==> src/rtl/gauss_elimination_solver_defines.svh <==
// Assertion macros for the Gaussian elimination solver.
`ifndef GAUSS_ELIMINATION_SOLVER_DEFINES_SVH
`define GAUSS_ELIMINATION_SOLVER_DEFINES_SVH
`ifndef NO_ASSERTIONS
`define GES_ASSERT_IMP(lbl, clk, rstn, ante, cons) \
    lbl: assert property (@(posedge clk) disable iff (!rstn) (ante) |-> (cons)) \
    else $error("ges assertion failed");
`define GES_ASSERT_NXT(lbl, clk, rstn, ante, cons) \
    lbl: assert property (@(posedge clk) disable iff (!rstn) (ante) |=> (cons)) \
    else $error("ges assertion failed");
`else
`define GES_ASSERT_IMP(lbl, clk, rstn, ante, cons)
`define GES_ASSERT_NXT(lbl, clk, rstn, ante, cons)
`endif
`endif

==> src/rtl/ges_pkg.sv <==
// Shared constants and types of the Gaussian elimination solver.
`timescale 1ns / 1ps
`default_nettype none
package ges_pkg;
    localparam int N         = 4;
    localparam int FRAC_BITS = 16;
    localparam int DATA_W    = 32;
    localparam int IDX_W     = 4;
    localparam int COLS      = N + 1;
    localparam int CELLS     = N * COLS;
    localparam int ADDR_W    = $clog2(CELLS);
    localparam int ROW_W     = $clog2(N);
    localparam int COL_W     = $clog2(COLS + 1);
    localparam int Q_DEPTH   = 2;
    localparam int Q_PTR_W   = $clog2(Q_DEPTH);
    localparam int Q_CNT_W   = $clog2(Q_DEPTH + 1);

    // one classified coefficient on its way to the back end
    typedef struct packed {
        logic signed [DATA_W-1:0] coef;
        logic [ADDR_W-1:0]        addr;
        logic                     run_end;
    } ges_entry_t;

    // request to the shared divider
    typedef struct packed {
        logic                     start;
        logic signed [DATA_W-1:0] num;
        logic signed [DATA_W-1:0] den;
    } ges_div_req_t;

    // divider answer
    typedef struct packed {
        logic                     done;
        logic signed [DATA_W-1:0] quot;
    } ges_div_rsp_t;
endpackage
`default_nettype wire

==> src/rtl/ges_front.sv <==
// Front end: takes coefficients, tags each with its store address and run end.
`timescale 1ns / 1ps
`default_nettype none
module ges_front (
    input  wire logic                           aclk,
    input  wire logic                           aresetn,
    input  wire logic                           in_valid,
    output logic                                in_ready,
    input  wire logic signed [ges_pkg::DATA_W-1:0] in_coef,
    output logic                                q_push,
    output ges_pkg::ges_entry_t                 q_entry,
    input  wire logic                           q_full
);
    logic [ges_pkg::ADDR_W-1:0] load_count_reg, load_count_next;
    logic                       end_of_run;

    assign end_of_run = (load_count_reg == ges_pkg::ADDR_W'(ges_pkg::CELLS - 1));
    assign in_ready   = !q_full;
    assign q_push     = in_valid && !q_full;

    always_comb begin
        q_entry.coef    = in_coef;
        q_entry.addr    = load_count_reg;
        q_entry.run_end = end_of_run;
        load_count_next = load_count_reg;
        if (q_push) begin
            load_count_next = end_of_run ? '0 : load_count_reg + 1'b1;
        end
    end

    always_ff @(posedge aclk) begin
        if (!aresetn) begin
            load_count_reg <= '0;
        end else begin
            load_count_reg <= load_count_next;
        end
    end
endmodule
`default_nettype wire

==> src/rtl/ges_queue.sv <==
// Short FIFO between the front and back ends.
`timescale 1ns / 1ps
`default_nettype none
module ges_queue (
    input  wire logic                aclk,
    input  wire logic                aresetn,
    input  wire logic                push,
    input  wire ges_pkg::ges_entry_t push_entry,
    output logic                     full,
    input  wire logic                pop,
    output ges_pkg::ges_entry_t      pop_entry,
    output logic                     not_empty
);
    ges_pkg::ges_entry_t            slot_reg [ges_pkg::Q_DEPTH];
    logic [ges_pkg::Q_PTR_W-1:0]    wr_ptr_reg, rd_ptr_reg;
    logic [ges_pkg::Q_CNT_W-1:0]    count_reg;
    logic                           do_push, do_pop;

    assign full      = (count_reg == ges_pkg::Q_CNT_W'(ges_pkg::Q_DEPTH));
    assign not_empty = (count_reg != '0);
    assign do_push   = push && !full;
    assign do_pop    = pop && not_empty;
    assign pop_entry = slot_reg[rd_ptr_reg];

    always_ff @(posedge aclk) begin
        if (do_push) begin
            slot_reg[wr_ptr_reg] <= push_entry;
        end
    end

    always_ff @(posedge aclk) begin
        if (!aresetn) begin
            wr_ptr_reg <= '0;
            rd_ptr_reg <= '0;
            count_reg  <= '0;
        end else begin
            if (do_push) begin
                wr_ptr_reg <= (wr_ptr_reg == ges_pkg::Q_PTR_W'(ges_pkg::Q_DEPTH - 1)) ?
                              '0 : wr_ptr_reg + 1'b1;
            end
            if (do_pop) begin
                rd_ptr_reg <= (rd_ptr_reg == ges_pkg::Q_PTR_W'(ges_pkg::Q_DEPTH - 1)) ?
                              '0 : rd_ptr_reg + 1'b1;
            end
            count_reg <= count_reg + ges_pkg::Q_CNT_W'(do_push) - ges_pkg::Q_CNT_W'(do_pop);
        end
    end
endmodule
`default_nettype wire

==> src/rtl/ges_div.sv <==
// Bit-serial fixed-point divider, (a << FRAC_BITS) / b, truncated and saturated.
`timescale 1ns / 1ps
`default_nettype none
module ges_div (
    input  wire logic                  aclk,
    input  wire logic                  aresetn,
    input  wire ges_pkg::ges_div_req_t req,
    output ges_pkg::ges_div_rsp_t      rsp
);
    localparam int NUM_W = ges_pkg::DATA_W + ges_pkg::FRAC_BITS;
    localparam int CNT_W = $clog2(NUM_W + 1);

    logic [NUM_W-1:0]          quo_reg;
    logic [ges_pkg::DATA_W-1:0] den_reg, rem_reg;
    logic [CNT_W-1:0]          cnt_reg;
    logic                      neg_reg, done_reg;
    logic [ges_pkg::DATA_W-1:0] a_mag, b_mag;
    logic [ges_pkg::DATA_W:0]   rem_sh, rem_diff;
    logic                      fits;

    assign a_mag    = req.num[ges_pkg::DATA_W-1] ? ~req.num + 1'b1 : req.num;
    assign b_mag    = req.den[ges_pkg::DATA_W-1] ? ~req.den + 1'b1 : req.den;
    assign rem_sh   = {rem_reg, quo_reg[NUM_W-1]};
    assign rem_diff = rem_sh - {1'b0, den_reg};
    assign fits     = !rem_diff[ges_pkg::DATA_W];

    always_comb begin
        rsp.done = done_reg;
        if (neg_reg) begin
            if (quo_reg > NUM_W'(64'h8000_0000)) begin
                rsp.quot = {1'b1, {(ges_pkg::DATA_W-1){1'b0}}};
            end else begin
                rsp.quot = ges_pkg::DATA_W'(~quo_reg + 1'b1);
            end
        end else begin
            if (quo_reg > NUM_W'(64'h7FFF_FFFF)) begin
                rsp.quot = {1'b0, {(ges_pkg::DATA_W-1){1'b1}}};
            end else begin
                rsp.quot = ges_pkg::DATA_W'(quo_reg);
            end
        end
    end

    always_ff @(posedge aclk) begin
        if (req.start) begin
            quo_reg <= {a_mag, {ges_pkg::FRAC_BITS{1'b0}}};
            den_reg <= b_mag;
            rem_reg <= '0;
            neg_reg <= req.num[ges_pkg::DATA_W-1] ^ req.den[ges_pkg::DATA_W-1];
        end else if (cnt_reg != '0) begin
            rem_reg <= fits ? rem_diff[ges_pkg::DATA_W-1:0] : rem_sh[ges_pkg::DATA_W-1:0];
            quo_reg <= {quo_reg[NUM_W-2:0], fits};
        end
    end

    always_ff @(posedge aclk) begin
        if (!aresetn) begin
            cnt_reg  <= '0;
            done_reg <= 1'b0;
        end else begin
            done_reg <= (cnt_reg == CNT_W'(1));
            if (req.start) begin
                cnt_reg <= CNT_W'(NUM_W);
            end else if (cnt_reg != '0) begin
                cnt_reg <= cnt_reg - 1'b1;
            end
        end
    end
endmodule
`default_nettype wire

==> src/rtl/ges_back.sv <==
// Back end: matrix store, elimination sequencer and result register.
`timescale 1ns / 1ps
`default_nettype none
module ges_back (
    input  wire logic                  aclk,
    input  wire logic                  aresetn,
    input  wire logic                  q_valid,
    input  wire ges_pkg::ges_entry_t   q_entry,
    output logic                       q_pop,
    output ges_pkg::ges_div_req_t      div_req,
    input  wire ges_pkg::ges_div_rsp_t div_rsp,
    output logic                       out_valid,
    input  wire logic                  out_ready,
    output logic signed [ges_pkg::DATA_W-1:0] out_solution,
    output logic [ges_pkg::IDX_W-1:0]  out_index,
    output logic                       out_last,
    output logic                       out_singular
);
    localparam int DW = ges_pkg::DATA_W;
    localparam int CW = ges_pkg::COL_W;
    localparam int AW = ges_pkg::ADDR_W;
    localparam int RW = ges_pkg::ROW_W;
    localparam logic [CW-1:0] LAST_ROW = CW'(ges_pkg::N - 1);
    localparam logic [CW-1:0] RHS_COL  = CW'(ges_pkg::N);
    localparam logic signed [DW-1:0] Q_MAX = {1'b0, {(DW-1){1'b1}}};
    localparam logic signed [DW-1:0] Q_MIN = {1'b1, {(DW-1){1'b0}}};

    localparam logic [4:0] S_IDLE     = 5'd0;
    localparam logic [4:0] S_PIV_RD   = 5'd1;
    localparam logic [4:0] S_PIV_CHK  = 5'd2;
    localparam logic [4:0] S_PIV_SWAP = 5'd3;
    localparam logic [4:0] S_EL_RD    = 5'd4;
    localparam logic [4:0] S_EL_DIV   = 5'd5;
    localparam logic [4:0] S_EL_DWAIT = 5'd6;
    localparam logic [4:0] S_EL_RX    = 5'd7;
    localparam logic [4:0] S_EL_RY    = 5'd8;
    localparam logic [4:0] S_EL_MUL   = 5'd9;
    localparam logic [4:0] S_EL_WR    = 5'd10;
    localparam logic [4:0] S_BS_RR    = 5'd11;
    localparam logic [4:0] S_BS_RL    = 5'd12;
    localparam logic [4:0] S_BS_SRD   = 5'd13;
    localparam logic [4:0] S_BS_SUB   = 5'd14;
    localparam logic [4:0] S_BS_DRD   = 5'd15;
    localparam logic [4:0] S_BS_DCHK  = 5'd16;
    localparam logic [4:0] S_BS_DWAIT = 5'd17;
    localparam logic [4:0] S_BS_MRD   = 5'd18;
    localparam logic [4:0] S_BS_MUL   = 5'd19;
    localparam logic [4:0] S_BS_MWR   = 5'd20;
    localparam logic [4:0] S_OUT_RD   = 5'd21;
    localparam logic [4:0] S_OUT_WAIT = 5'd22;

    function automatic logic signed [DW-1:0] sat_wide(input logic signed [DW:0] v);
        if (v > (DW+1)'(Q_MAX)) begin
            return Q_MAX;
        end else if (v < (DW+1)'(Q_MIN)) begin
            return Q_MIN;
        end
        return DW'(v);
    endfunction

    // product shifted down with floor rounding, then saturated
    function automatic logic signed [DW-1:0] mul_sat(input logic signed [2*DW-1:0] p);
        logic signed [2*DW-1:0] s;
        s = p >>> ges_pkg::FRAC_BITS;
        if (s > (2*DW)'(Q_MAX)) begin
            return Q_MAX;
        end else if (s < (2*DW)'(Q_MIN)) begin
            return Q_MIN;
        end
        return DW'(s);
    endfunction

    logic signed [DW-1:0]   mem [ges_pkg::CELLS];
    logic signed [DW-1:0]   rd_data_reg;
    logic [RW-1:0]          row_map_reg [ges_pkg::N];
    logic [4:0]             state_reg;
    logic [CW-1:0]          c_reg, i_reg, j_reg, best_reg;
    logic signed [DW-1:0]   best_val_reg, pivot_reg, coef_reg, x_reg, y_reg, r_reg;
    logic signed [2*DW-1:0] prod_reg;
    logic                   singular_reg;
    logic                   rd_en, wr_en;
    logic [CW-1:0]          rd_row, rd_col, wr_row, wr_col;
    logic [AW-1:0]          rd_addr, wr_addr;
    logic signed [DW-1:0]   wr_data;
    logic signed [DW-1:0]   mul_a, mul_b;
    logic [DW:0]            abs_best, abs_new;
    logic                   out_free;

    function automatic logic [AW-1:0] cell_addr(input logic [RW-1:0] phys, input logic [CW-1:0] col);
        return AW'(phys) * AW'(ges_pkg::COLS) + AW'(col);
    endfunction

    assign out_free = !out_valid || out_ready;
    assign abs_best = best_val_reg[DW-1] ? -(DW+1)'(best_val_reg) : (DW+1)'(best_val_reg);
    assign abs_new  = rd_data_reg[DW-1] ? -(DW+1)'(rd_data_reg) : (DW+1)'(rd_data_reg);
    assign mul_a    = (state_reg == S_EL_MUL) ? x_reg : rd_data_reg;
    assign mul_b    = (state_reg == S_EL_MUL) ? coef_reg : r_reg;
    assign q_pop    = (state_reg == S_IDLE) && q_valid;

    // read port address select
    always_comb begin
        rd_en  = 1'b1;
        rd_row = i_reg;
        rd_col = c_reg;
        case (state_reg)
            S_PIV_RD, S_EL_RD, S_BS_MRD: begin
                rd_row = i_reg;
                rd_col = c_reg;
            end
            S_EL_RX: begin
                rd_row = c_reg;
                rd_col = j_reg;
            end
            S_EL_RY: begin
                rd_row = i_reg;
                rd_col = j_reg;
            end
            S_BS_RR: begin
                rd_row = c_reg;
                rd_col = RHS_COL;
            end
            S_BS_SRD: begin
                rd_row = c_reg;
                rd_col = i_reg;
            end
            S_BS_DRD: begin
                rd_row = c_reg;
                rd_col = c_reg;
            end
            S_OUT_RD: begin
                rd_row = i_reg;
                rd_col = RHS_COL;
            end
            default: rd_en = 1'b0;
        endcase
        rd_addr = cell_addr(row_map_reg[rd_row[RW-1:0]], rd_col);
    end

    // write port select
    always_comb begin
        wr_en   = 1'b0;
        wr_row  = i_reg;
        wr_col  = j_reg;
        wr_data = sat_wide((DW+1)'(y_reg) + (DW+1)'(mul_sat(prod_reg)));
        case (state_reg)
            S_EL_WR: wr_en = 1'b1;
            S_BS_DWAIT: begin
                wr_en   = div_rsp.done;
                wr_row  = c_reg;
                wr_col  = RHS_COL;
                wr_data = div_rsp.quot;
            end
            S_BS_MWR: begin
                wr_en   = 1'b1;
                wr_col  = c_reg;
                wr_data = mul_sat(prod_reg);
            end
            default: wr_en = 1'b0;
        endcase
        wr_addr = cell_addr(row_map_reg[wr_row[RW-1:0]], wr_col);
        if (q_pop) begin
            wr_en   = 1'b1;
            wr_addr = q_entry.addr;
            wr_data = q_entry.coef;
        end
    end

    always_comb begin
        div_req.start = 1'b0;
        div_req.num   = rd_data_reg;
        div_req.den   = pivot_reg;
        if (state_reg == S_EL_DIV) begin
            div_req.start = 1'b1;
        end else if (state_reg == S_BS_DCHK && rd_data_reg != '0) begin
            div_req.start = 1'b1;
            div_req.num   = r_reg;
            div_req.den   = rd_data_reg;
        end
    end

    always_ff @(posedge aclk) begin
        if (wr_en) begin
            mem[wr_addr] <= wr_data;
        end
        if (rd_en) begin
            rd_data_reg <= mem[rd_addr];
        end
    end

    // datapath registers
    always_ff @(posedge aclk) begin
        case (state_reg)
            S_PIV_CHK: begin
                if (i_reg == c_reg || abs_best < abs_new) begin
                    best_val_reg <= rd_data_reg;
                end
            end
            S_PIV_SWAP: pivot_reg <= best_val_reg;
            S_EL_DWAIT: coef_reg <= (div_rsp.quot == Q_MIN) ? Q_MAX : -div_rsp.quot;
            S_EL_RY:    x_reg <= rd_data_reg;
            S_EL_MUL: begin
                prod_reg <= mul_a * mul_b;
                y_reg    <= rd_data_reg;
            end
            S_BS_MUL:   prod_reg <= mul_a * mul_b;
            S_BS_RL:    r_reg <= rd_data_reg;
            S_BS_SUB:   r_reg <= sat_wide((DW+1)'(r_reg) - (DW+1)'(rd_data_reg));
            S_BS_DWAIT: begin
                if (div_rsp.done) begin
                    r_reg <= div_rsp.quot;
                end
            end
            default: ;
        endcase
        if (state_reg == S_OUT_WAIT && out_free) begin
            out_solution <= singular_reg ? '0 : rd_data_reg;
            out_index    <= ges_pkg::IDX_W'(i_reg);
            out_last     <= (i_reg == LAST_ROW);
            out_singular <= singular_reg;
        end
    end

    // sequencer
    always_ff @(posedge aclk) begin
        if (!aresetn) begin
            state_reg    <= S_IDLE;
            singular_reg <= 1'b0;
            out_valid    <= 1'b0;
            c_reg        <= '0;
            i_reg        <= '0;
            j_reg        <= '0;
            best_reg     <= '0;
            for (int r = 0; r < ges_pkg::N; r++) begin
                row_map_reg[r] <= RW'(r);
            end
        end else begin
            // result register: load when free, empty on acceptance
            if (state_reg == S_OUT_WAIT && out_free) begin
                out_valid <= 1'b1;
            end else if (out_ready) begin
                out_valid <= 1'b0;
            end
            case (state_reg)
                S_IDLE: begin
                    if (q_valid && q_entry.run_end) begin
                        for (int r = 0; r < ges_pkg::N; r++) begin
                            row_map_reg[r] <= RW'(r);
                        end
                        singular_reg <= 1'b0;
                        c_reg        <= '0;
                        i_reg        <= '0;
                        state_reg    <= S_PIV_RD;
                    end
                end
                S_PIV_RD: state_reg <= S_PIV_CHK;
                S_PIV_CHK: begin
                    if (i_reg == c_reg || abs_best < abs_new) begin
                        best_reg <= i_reg;
                    end
                    if (i_reg == LAST_ROW) begin
                        state_reg <= S_PIV_SWAP;
                    end else begin
                        i_reg     <= i_reg + 1'b1;
                        state_reg <= S_PIV_RD;
                    end
                end
                S_PIV_SWAP: begin
                    if (best_reg != c_reg) begin
                        row_map_reg[best_reg[RW-1:0]] <= row_map_reg[c_reg[RW-1:0]];
                        row_map_reg[c_reg[RW-1:0]]    <= row_map_reg[best_reg[RW-1:0]];
                    end
                    if (best_val_reg == '0) begin
                        singular_reg <= 1'b1;
                        i_reg        <= '0;
                        state_reg    <= S_OUT_RD;
                    end else begin
                        i_reg     <= c_reg + 1'b1;
                        state_reg <= S_EL_RD;
                    end
                end
                S_EL_RD:  state_reg <= S_EL_DIV;
                S_EL_DIV: state_reg <= S_EL_DWAIT;
                S_EL_DWAIT: begin
                    if (div_rsp.done) begin
                        j_reg     <= c_reg;
                        state_reg <= S_EL_RX;
                    end
                end
                S_EL_RX:  state_reg <= S_EL_RY;
                S_EL_RY:  state_reg <= S_EL_MUL;
                S_EL_MUL: state_reg <= S_EL_WR;
                S_EL_WR: begin
                    if (j_reg != RHS_COL) begin
                        j_reg     <= j_reg + 1'b1;
                        state_reg <= S_EL_RX;
                    end else if (i_reg != LAST_ROW) begin
                        i_reg     <= i_reg + 1'b1;
                        state_reg <= S_EL_RD;
                    end else if (c_reg + 1'b1 == LAST_ROW) begin
                        c_reg     <= LAST_ROW;
                        state_reg <= S_BS_RR;
                    end else begin
                        c_reg     <= c_reg + 1'b1;
                        i_reg     <= c_reg + 1'b1;
                        state_reg <= S_PIV_RD;
                    end
                end
                S_BS_RR: state_reg <= S_BS_RL;
                S_BS_RL: begin
                    i_reg     <= LAST_ROW;
                    state_reg <= (c_reg == LAST_ROW) ? S_BS_DRD : S_BS_SRD;
                end
                S_BS_SRD: state_reg <= S_BS_SUB;
                S_BS_SUB: begin
                    if (i_reg == c_reg + 1'b1) begin
                        state_reg <= S_BS_DRD;
                    end else begin
                        i_reg     <= i_reg - 1'b1;
                        state_reg <= S_BS_SRD;
                    end
                end
                S_BS_DRD: state_reg <= S_BS_DCHK;
                S_BS_DCHK: begin
                    if (rd_data_reg == '0) begin
                        singular_reg <= 1'b1;
                        i_reg        <= '0;
                        state_reg    <= S_OUT_RD;
                    end else begin
                        state_reg <= S_BS_DWAIT;
                    end
                end
                S_BS_DWAIT: begin
                    if (div_rsp.done) begin
                        i_reg     <= '0;
                        state_reg <= (c_reg == '0) ? S_OUT_RD : S_BS_MRD;
                    end
                end
                S_BS_MRD: state_reg <= S_BS_MUL;
                S_BS_MUL: state_reg <= S_BS_MWR;
                S_BS_MWR: begin
                    if (i_reg + 1'b1 == c_reg) begin
                        c_reg     <= c_reg - 1'b1;
                        state_reg <= S_BS_RR;
                    end else begin
                        i_reg     <= i_reg + 1'b1;
                        state_reg <= S_BS_MRD;
                    end
                end
                S_OUT_RD: state_reg <= S_OUT_WAIT;
                S_OUT_WAIT: begin
                    if (out_free) begin
                        if (i_reg == LAST_ROW) begin
                            state_reg <= S_IDLE;
                        end else begin
                            i_reg     <= i_reg + 1'b1;
                            state_reg <= S_OUT_RD;
                        end
                    end
                end
                default: state_reg <= S_IDLE;
            endcase
        end
    end
endmodule
`default_nettype wire

==> src/rtl/gauss_elimination_solver.sv <==
// Top level of the Gaussian elimination solver with partial pivoting.
// Usage:
//  - s_ channel: one transaction per augmented-matrix coefficient, row-major,
//    N rows of N+1 signed Q16.16 words, N*(N+1) transactions per run.
//  - m_ channel: after the last coefficient, N transactions carry the unknowns
//    in order; m_tlast marks unknown N-1, m_tuser flags a zero pivot, in which
//    case every solution word is zero.
//  - Loading takes one coefficient per cycle while the queue has room. The
//    solve runs on a single-port store and a bit-serial divider: N*(N-1)/2 + N
//    divides plus multiply-accumulates (read pivot row, read target, multiply,
//    write back), then each unknown is read from the store and sent out.
//  - A 2-entry queue sits between the intake and the solver, so the next run's
//    first coefficients are taken while the solver is still busy.
//  - If m_tready is low while m_tvalid is high, the result register holds and the solver waits.
//  - Reset (aresetn low, synchronous) empties the queue, clears the load count,
//    restores the row order and drops m_tvalid. The store needs no clearing.
`timescale 1ns / 1ps
`default_nettype none
`include "gauss_elimination_solver_defines.svh"
module gauss_elimination_solver (
    input  wire logic        aclk,
    input  wire logic        aresetn,
    input  wire logic        s_tvalid,
    output logic             s_tready,
    input  wire logic [31:0] s_tdata,   // [31:0] coefficient
    output logic             m_tvalid,
    input  wire logic        m_tready,
    output logic [39:0]      m_tdata,   // [31:0] solution, [35:32] unknown_index, zero pad
    output logic             m_tlast,
    output logic [0:0]       m_tuser    // [0] singular
);
    logic                  q_push, q_full, q_pop, q_not_empty;
    ges_pkg::ges_entry_t   push_entry, pop_entry;
    ges_pkg::ges_div_req_t div_req;
    ges_pkg::ges_div_rsp_t div_rsp;
    logic signed [ges_pkg::DATA_W-1:0] solution;
    logic [ges_pkg::IDX_W-1:0]         unknown_index;
    logic                              singular;

    // intake: tags each coefficient with its store slot
    ges_front u_front (
        .aclk     (aclk),
        .aresetn  (aresetn),
        .in_valid (s_tvalid),
        .in_ready (s_tready),
        .in_coef  (s_tdata),
        .q_push   (q_push),
        .q_entry  (push_entry),
        .q_full   (q_full)
    );

    ges_queue u_queue (
        .aclk       (aclk),
        .aresetn    (aresetn),
        .push       (q_push),
        .push_entry (push_entry),
        .full       (q_full),
        .pop        (q_pop),
        .pop_entry  (pop_entry),
        .not_empty  (q_not_empty)
    );

    // solver sequencer plus result register
    ges_back u_back (
        .aclk         (aclk),
        .aresetn      (aresetn),
        .q_valid      (q_not_empty),
        .q_entry      (pop_entry),
        .q_pop        (q_pop),
        .div_req      (div_req),
        .div_rsp      (div_rsp),
        .out_valid    (m_tvalid),
        .out_ready    (m_tready),
        .out_solution (solution),
        .out_index    (unknown_index),
        .out_last     (m_tlast),
        .out_singular (singular)
    );

    ges_div u_div (
        .aclk    (aclk),
        .aresetn (aresetn),
        .req     (div_req),
        .rsp     (div_rsp)
    );

    assign m_tdata = {4'b0000, unknown_index, solution};
    assign m_tuser = singular;

    // a singular run never reports a nonzero solution
    `GES_ASSERT_IMP(a_singular_zero, aclk, aresetn, m_tvalid && m_tuser[0], m_tdata[31:0] == '0)
    // end of run only on the last unknown
    `GES_ASSERT_IMP(a_last_index, aclk, aresetn, m_tvalid && m_tlast,
        m_tdata[35:32] == ges_pkg::IDX_W'(ges_pkg::N - 1))
    // a new run needs a full load, so the result register empties after the last
    `GES_ASSERT_NXT(a_gap_after_last, aclk, aresetn, m_tvalid && m_tready && m_tlast, !m_tvalid)
endmodule
`default_nettype wire
==> config.mk <==
export PLATFORM = sky130hd
export DESIGN_NAME = gauss_elimination_solver
export DESIGN_NICKNAME = d
export VERILOG_FILES = /design/src/rtl/ges_pkg.sv /design/src/rtl/ges_front.sv /design/src/rtl/ges_queue.sv /design/src/rtl/ges_div.sv /design/src/rtl/ges_back.sv /design/src/rtl/gauss_elimination_solver.sv
export VERILOG_INCLUDE_DIRS = /design/src /design/src/rtl
export SDC_FILE = /design/constraint.sdc
export NUM_CORES = 2
export LEC_CHECK = 0
export BUFFER_PORTS_ARGS = -buffer_cell sky130_fd_sc_hd__buf_2
export CORE_UTILIZATION = 39
export CTS_CLUSTER_SIZE = 10
export DETAILED_ROUTE_END_ITERATION = 10
export PLACE_DENSITY = 0.57
export SLEW_MARGIN = 10
export SYNTH_ARGS = -nofsm -noshare
export SYNTH_HDL_FRONTEND = slang
export SYNTH_SLANG_ARGS = --single-unit
==> constraint.sdc <==
create_clock -name aclk -period 28 [get_ports aclk]
set_input_delay 1.4 -clock aclk [delete_from_list [all_inputs] [get_ports aclk]]
set_output_delay 1.4 -clock aclk [all_outputs]
set_load 0.01 [all_outputs]
## Word-level counts from Yosys, hierarchy flattened

Memories as Yosys holds them, arrays and structs flattened. A register that Yosys moved wholly into a read port is not among the register bits.
Cells that the tools add are included.

- Flip-flop bits (word level): 441
- Bits in writable memories: 724
- Input bits: 36
- Output and inout bits: 44
- Word-level logic and storage cells: 288
- Memories: 3

Memories:

| name | depth | bits a word | read ports | clocked after Yosys merged registers in | write ports | line | text |
|---|---|---|---|---|---|---|---|
| u_back.mem | 20 | 32 | 1 | 1 | 1 | ges_back.sv:73 | `logic signed [DW-1:0] mem [ges_pkg::CELLS];` |
| u_queue.slot_reg | 2 | 38 | 1 | 1 | 1 | ges_queue.sv:14 | `ges_pkg::ges_entry_t slot_reg [ges_pkg::Q_DEPTH];` |
| u_back.row_map_reg | 4 | 2 | 4 | 2 | 4 | ges_back.sv:75 | `logic [RW-1:0] row_map_reg [ges_pkg::N];` |

- Add/sub/neg operators: 22
- $mul: 3
- $lt $le $gt $ge: 9
- Eq/ne operators: 48
- Muxes and demuxes: 121
- Bitwise gates (word level): 9
- Reduce and logical (&&, ||, !) cells: 42

Operators with widths:

| kind | number |
|---|---|
| 32-bit 2-to-1 mux | 19 |
| 5-bit case mux with 23 select lines | 1 |
| 32-bit by 1-bit adder with 32-bit output, second input constant | 3 |
| 48-bit by 32-bit > comparator with 1-bit output, second input constant | 2 |
| 48-bit 2-to-1 mux | 2 |
| 32-bit inverter | 3 |
| 32-bit case mux with 3 select lines | 1 |
| 33-bit by 32-bit > comparator with 1-bit output, second input constant | 2 |
| 33-bit by 32-bit < comparator with 1-bit output, second input constant | 2 |
| 33-bit 2-to-1 mux | 2 |
| 32-bit negator with 33-bit output | 2 |
| 65-bit 2-to-1 mux | 1 |
| 32-bit zero test | 2 |
| 32-bit by 32-bit multiplier with 64-bit output | 1 |
| 64-bit 2-to-1 mux | 1 |
| 32-bit case mux with 2 select lines | 1 |
| 3-bit 2-to-1 mux | 19 |
| 5-bit 2-to-1 mux | 11 |
| 48-bit by 31-bit > comparator with 1-bit output, second input constant | 1 |
| 48-bit by 32-bit < comparator with 1-bit output, second input constant | 1 |
| 5-bit by 4-bit == test with 1-bit output, second input constant | 8 |
| 5-bit == test, second input constant | 8 |
| 1-bit 2-to-1 mux | 35 |
| 2-bit 2-to-1 mux | 17 |
| other kinds (56) | 109 |

## Depth between registers and ports, before layout

- Depth after elaboration: 11
- Depth in mapped cells: 37
- Depth with buffers taken out: 33

## Cells and area by module

From an unflattened synthesis, not the netlist that was laid out.

- Cell total of the unflattened synthesis: 8,330
- Area total of the unflattened synthesis: 93,443.4 um2

By module, submodules not included:

| module | times used | cells an instance | area each (um2) | sequential area each (um2) |
|---|---|---|---|---|
| ges_back | 1 | 7,003 | 80,891.3 | 29,198.0 |
| ges_div | 1 | 1,115 | 8,944.8 | 3,052.9 |
| ges_queue | 1 | 145 | 3,060.4 | 2,382.3 |
| ges_front | 1 | 62 | 513.0 | 100.1 |
| gauss_elimination_solver | 1 | 5 | 33.8 | 0.0 |

## Worst setup path after synthesis

OpenSTA, ideal clock, no wires.

- Kind: flip-flop to flip-flop
- Start point: register u_back.state_reg[0]
- End point: register u_back.prod_reg[49], data pin
- Setup time: 0.259 ns
- Data arrival time: 9.730 ns
- Required time: 27.741 ns
- Setup slack: 18.011 ns
- Cell stages (with the launch flop): 32
- Buffers on the path: 6
- Clock period less this slack: 9.989 ns
- Cell sequence: dfxtp_1 buf_2 nor3b_1 nand2_1 inv_2 buf_1 buf_1 nand2_1 nand2_1 clkbuf_1 nand2_1 fa_1 fa_1 fa_1 inv_1 fa_1 fa_1 fa_1 fa_1 fa_1 ha_1 clkbuf_1 nand4_1 or2_2 clkbuf_1 or3_1 or3_1 o31ai_1 nand3_1 a31oi_1 a21oi_1 xnor2_1

- Cells in the longest elaborated chain, start to end: 3
- Elaborated cells between the ends (all ways): 4
- Classes of those cells: 1 x mul; 1 x eq/ne; 2 x mux

RTL lines:

| element | line | text |
|---|---|---|
| start: declaration | ges_back.sv:76 | `logic [4:0] state_reg;` |
| start signal: assignment | ges_back.sv:311 | `state_reg <= (c_reg == LAST_ROW) ? S_BS_DRD : S_BS_SRD;` |
| 5-bit by 4-bit == test with 1-bit output (*) | ges_back.sv:96, ges_back.sv:97, ges_back.sv:192 |  |
| 32-bit 2-to-1 mux, on equally long branches | ges_back.sv:96, ges_back.sv:97 |  |
| 32-bit by 32-bit multiplier with 64-bit output (*) | ges_back.sv:202, ges_back.sv:205 |  |
| end signal: assignment | ges_back.sv:202 | `prod_reg <= mul_a * mul_b;` |
| end signal: assignment | ges_back.sv:205 | `S_BS_MUL: prod_reg <= mul_a * mul_b;` |
| end: declaration | ges_back.sv:79 | `logic signed [2*DW-1:0] prod_reg;` |

Mark *: on every way between the ends. The rest lies on a longest branch, timed or not.
A chain may end at the register's enable or synchronous reset.

## Final worst setup path

- Start point: register u_back.state_reg[3]
- End point: register u_back.prod_reg[63], data pin

Same word-level chain as after synthesis.

==> impl_metrics.csv <==
group,metric,value,unit
logic_synthesis,synth-compound-area-share,0.08422,
logic_synthesis,synth.top_cells.by_area,"edfxtp_1, fa_1, mux4_2",
route,wl_met3,24820,µm
worst_setup_path,setup.worst_path.end,"u_back.prod_reg[63]",
worst_setup_path,cp-startpoint,"u_back.state_reg[3]",
global_route,antenna_found_initial,15,
clocking,cts_resized,0,
clocking,cts_max_level,4,
route,vias,64796,
worst_setup_path,critPathBufInv,11,
timing,fin_ws,15.74,ns
placement,gp_congestion,0.9479,
timing,setup-tns-final,0,ns
timing,rsz0062_at_grt,"false",
timing,setup_violations,0,
route,drt_iter0_drc,6650,
timing,slew_headroom,0.2023,
timing,max_freq,81.58,MHz
logic_synthesis,netlist_instances,8243,
worst_setup_path,path_depth,32,
logic_synthesis,synthMuxAreaShare,0.06253,
clocking,cts_sinks,1186,
logic_synthesis,synth_area,0.09260,mm²
worst_setup_path,crit_family,"adder cells",
logic_synthesis,yosys.area.top_type_share,0.3561,
logic_synthesis,yosys_most_used_dff,"edfxtp_1",
finish,final_layout_size_suffix_gt1_frac,0.1029,
logic_synthesis,yosysWarnings,0,
logic_synthesis,yosys.cell_types.count,95,
logic_synthesis,yosysSeqAreaShare,0.3751,
clocking,clock_latency,0.80,ns
floorplan,die-width,489.3,µm
floorplan,core,0.2356,mm²
worst_setup_path,reg2reg_to,"u_back.prod_reg[63]",
logic_synthesis,synth_fa_ha_area_frac,0.2810,
worst_hold_path,hold_path_class,"flip-flop to flip-flop",
global_route,grt_remaining_overflow,0,
finish,area_growth_syn_to_layout,9.975,%
floorplan,dieArea,0.2394,mm²
logic_synthesis,ys_seq_elements,1186,
route,via_per_inst,5.628,
timing,clock_skew,0.04907,ns
floorplan,die_h,489.3,µm
finish,finalNetCount,9760,
route,antenna_left,0,
clocking,ctsHoldBuffers,0,
placement,io_buffers,74,
timing,min_period_over_period,0.4378,
finish,largest_reg_flops,640,
timing,finalCriticalPeriod,12.26,ns
route,drt-met1-wl,125400,µm
global_route,grt_max_degree,106,
logic_synthesis,synth-simple-area-share,0.1068,
worst_setup_path,rrSetupSlack,15.74,ns
worst_setup_path,rr_worst_depth,32,
global_route,grt_pass1_vias,65866,
logic_synthesis,async_flop_share,0,
worst_setup_path,required,28.54,ns
placement,post-place-ws,15.85,ns
clocking,cts_tree,"done",
clocking,cts_setup_buffers,0,
floorplan,rows,178,
logic_synthesis,synth_top_family_by_area,"adder cells",
route,routed.top_layer,"met5",
logic_synthesis,synthXorXnorAreaFrac,0.02923,
global_route,track_usage,0.2540,
clocking,clk_pin_slew,0.06,ns
clocking,clk_path_buf_depth,3,
timing,max_slew.worst_pin.slew,1.192,ns
worst_setup_path,crit_path_frequent_cell,"fa_1",
finish,final_cell_mix,"edfxtp_1, fa_1, inv_1, nor2_1, nand2_1",
route,avgRoutedWirePerCell,25.98,µm
timing,drv_slew,0,
route,drcViolationCount,0,
route,drt_pass1_iterations,7,
worst_setup_path,cp_max_fo,105,
worst_setup_path,slowest_delay,0.90,ns
worst_setup_path,start_kind,"flip-flop",
run_status,status,"finished clean",
worst_setup_path,slowest_stage,"fa_1",
logic_synthesis,synth-edff-count,1098,
worst_setup_path,crit_arrival,12.80,ns
worst_setup_path,crit-reg2reg-launch,"u_back.state_reg[3]",
clocking,cts_root_buf,"clkbuf_16",
floorplan,start_util,0.3930,
timing,hold_violations,0,
floorplan,pin_count,80,
logic_synthesis,yosysTopAreaCell,"edfxtp_1",
clocking,cts_buffers,144,
global_route,grt_pass1_wl,445400,µm
logic_synthesis,avgSynthCellArea,11.23,µm²
worst_setup_path,crit_path_end_kind,"flip-flop",
route,wl_met2,136100,µm
job,drv_cap,0,
placement,hpwl,215800,µm
worst_setup_path,path_class,"flip-flop to flip-flop",
finish,final_common_cell,"edfxtp_1",
route,wl,299200,µm
[how the worst min path moves through the flow]
stage / start / to / slack (ns) / cells after the start
after global routing: u_back.singular_reg / u_back.singular_reg / 0.48 / 1
after floorplan: u_back.i_reg[2] / u_back.out_index[2] / 0.41 / 0
after CTS: u_back.singular_reg / u_back.singular_reg / 0.48 / 1
after detailed placement: u_back.singular_reg / u_back.singular_reg / 0.46 / 1
after global placement: u_back.singular_reg / u_back.singular_reg / 0.45 / 1
final: u_back.singular_reg / u_back.singular_reg / 0.48 / 1
[logic make-up (layout without fill, tap and decap cells)]
family,after synthesis,in the layout
xor gates and xnor gates,309,309
DFF,1186,1186
buffers and inverters,1488,1600
other,2,11
muxes,323,323
AOI/OAI and AO/OA,1206,1206
and+or+nand+nor,2301,2301
adders and majority gates,1428,1428
[metal layers]
layer,GRT usage,up-vias
met3,0.04049,540
met4,0.09948,10
met1,0.3550,33327
met2,0.3956,2950
li1,-,27969
met5,0,-
[cells in the mapped netlist (all sizes together) (40+ instances only)]
cell type     n
xor2        104
nand2       891
buf          62
nor3         78
nand2b       52
a211oi       44
dfxtp        88
nor2        911
inv        1082
nand4        40
nand3       111
o21ai       239
mux4        200
xnor2       205
a21oi       335
mux2         44
edfxtp     1098
clkbuf      331
mux2i        79
a31oi        47
nor4         40
ha          342
fa         1086
a21o        175
o211ai       48
[final cells by class]
class | instances | area [µm²]
Antenna cell | 4 | 10.01
Clock buffer | 180 | 3801
Clock inverter | 30 | 361.6
Fill cell | 22065 | 133800
Inverter | 1095 | 4115
Multi-Input combinational cell | 5574 | 52830
Sequential cell | 1186 | 34730
Tap cell | 3150 | 3941
Timing Repair Buffer | 295 | 2042
[worst register-to-register path, delay by kind of cell, from the launching register on]
| family | cells | cell delay, ns |
|---|---|---|
| fa+ha+maj | 9 | 4.69 |
| buf+inv | 11 | 3.47 |
| compound gates | 5 | 1.90 |
| simple gates | 6 | 1.04 |
| flops | 1 | 0.80 |
| xor+xnor | 1 | 0.11 |
[metrics by stage]
| stage | hold WS [ns] | instance area, µm² | util | instances |
|---|---|---|---|---|
| 2_1_floorplan | 0.4064 | 92620 | - | 8248 |
| 3_3_place_gp | 0.4499 | 97610 | 0.4142 | 11293 |
| 3_5_place_dp | 0.4637 | 97610 | 0.4142 | 11293 |
| 4_1_cts | 0.4771 | 101800 | 0.4319 | 11503 |
| 5_1_grt | 0.4847 | 101800 | 0.4322 | 11511 |
| 6_report | 0.4784 | 101800 | 0.4322 | 11514 |
Power is left out: the tool's default activity adds up to more than one toggle a clock period on the data nets, which glitch-free logic cannot reach.
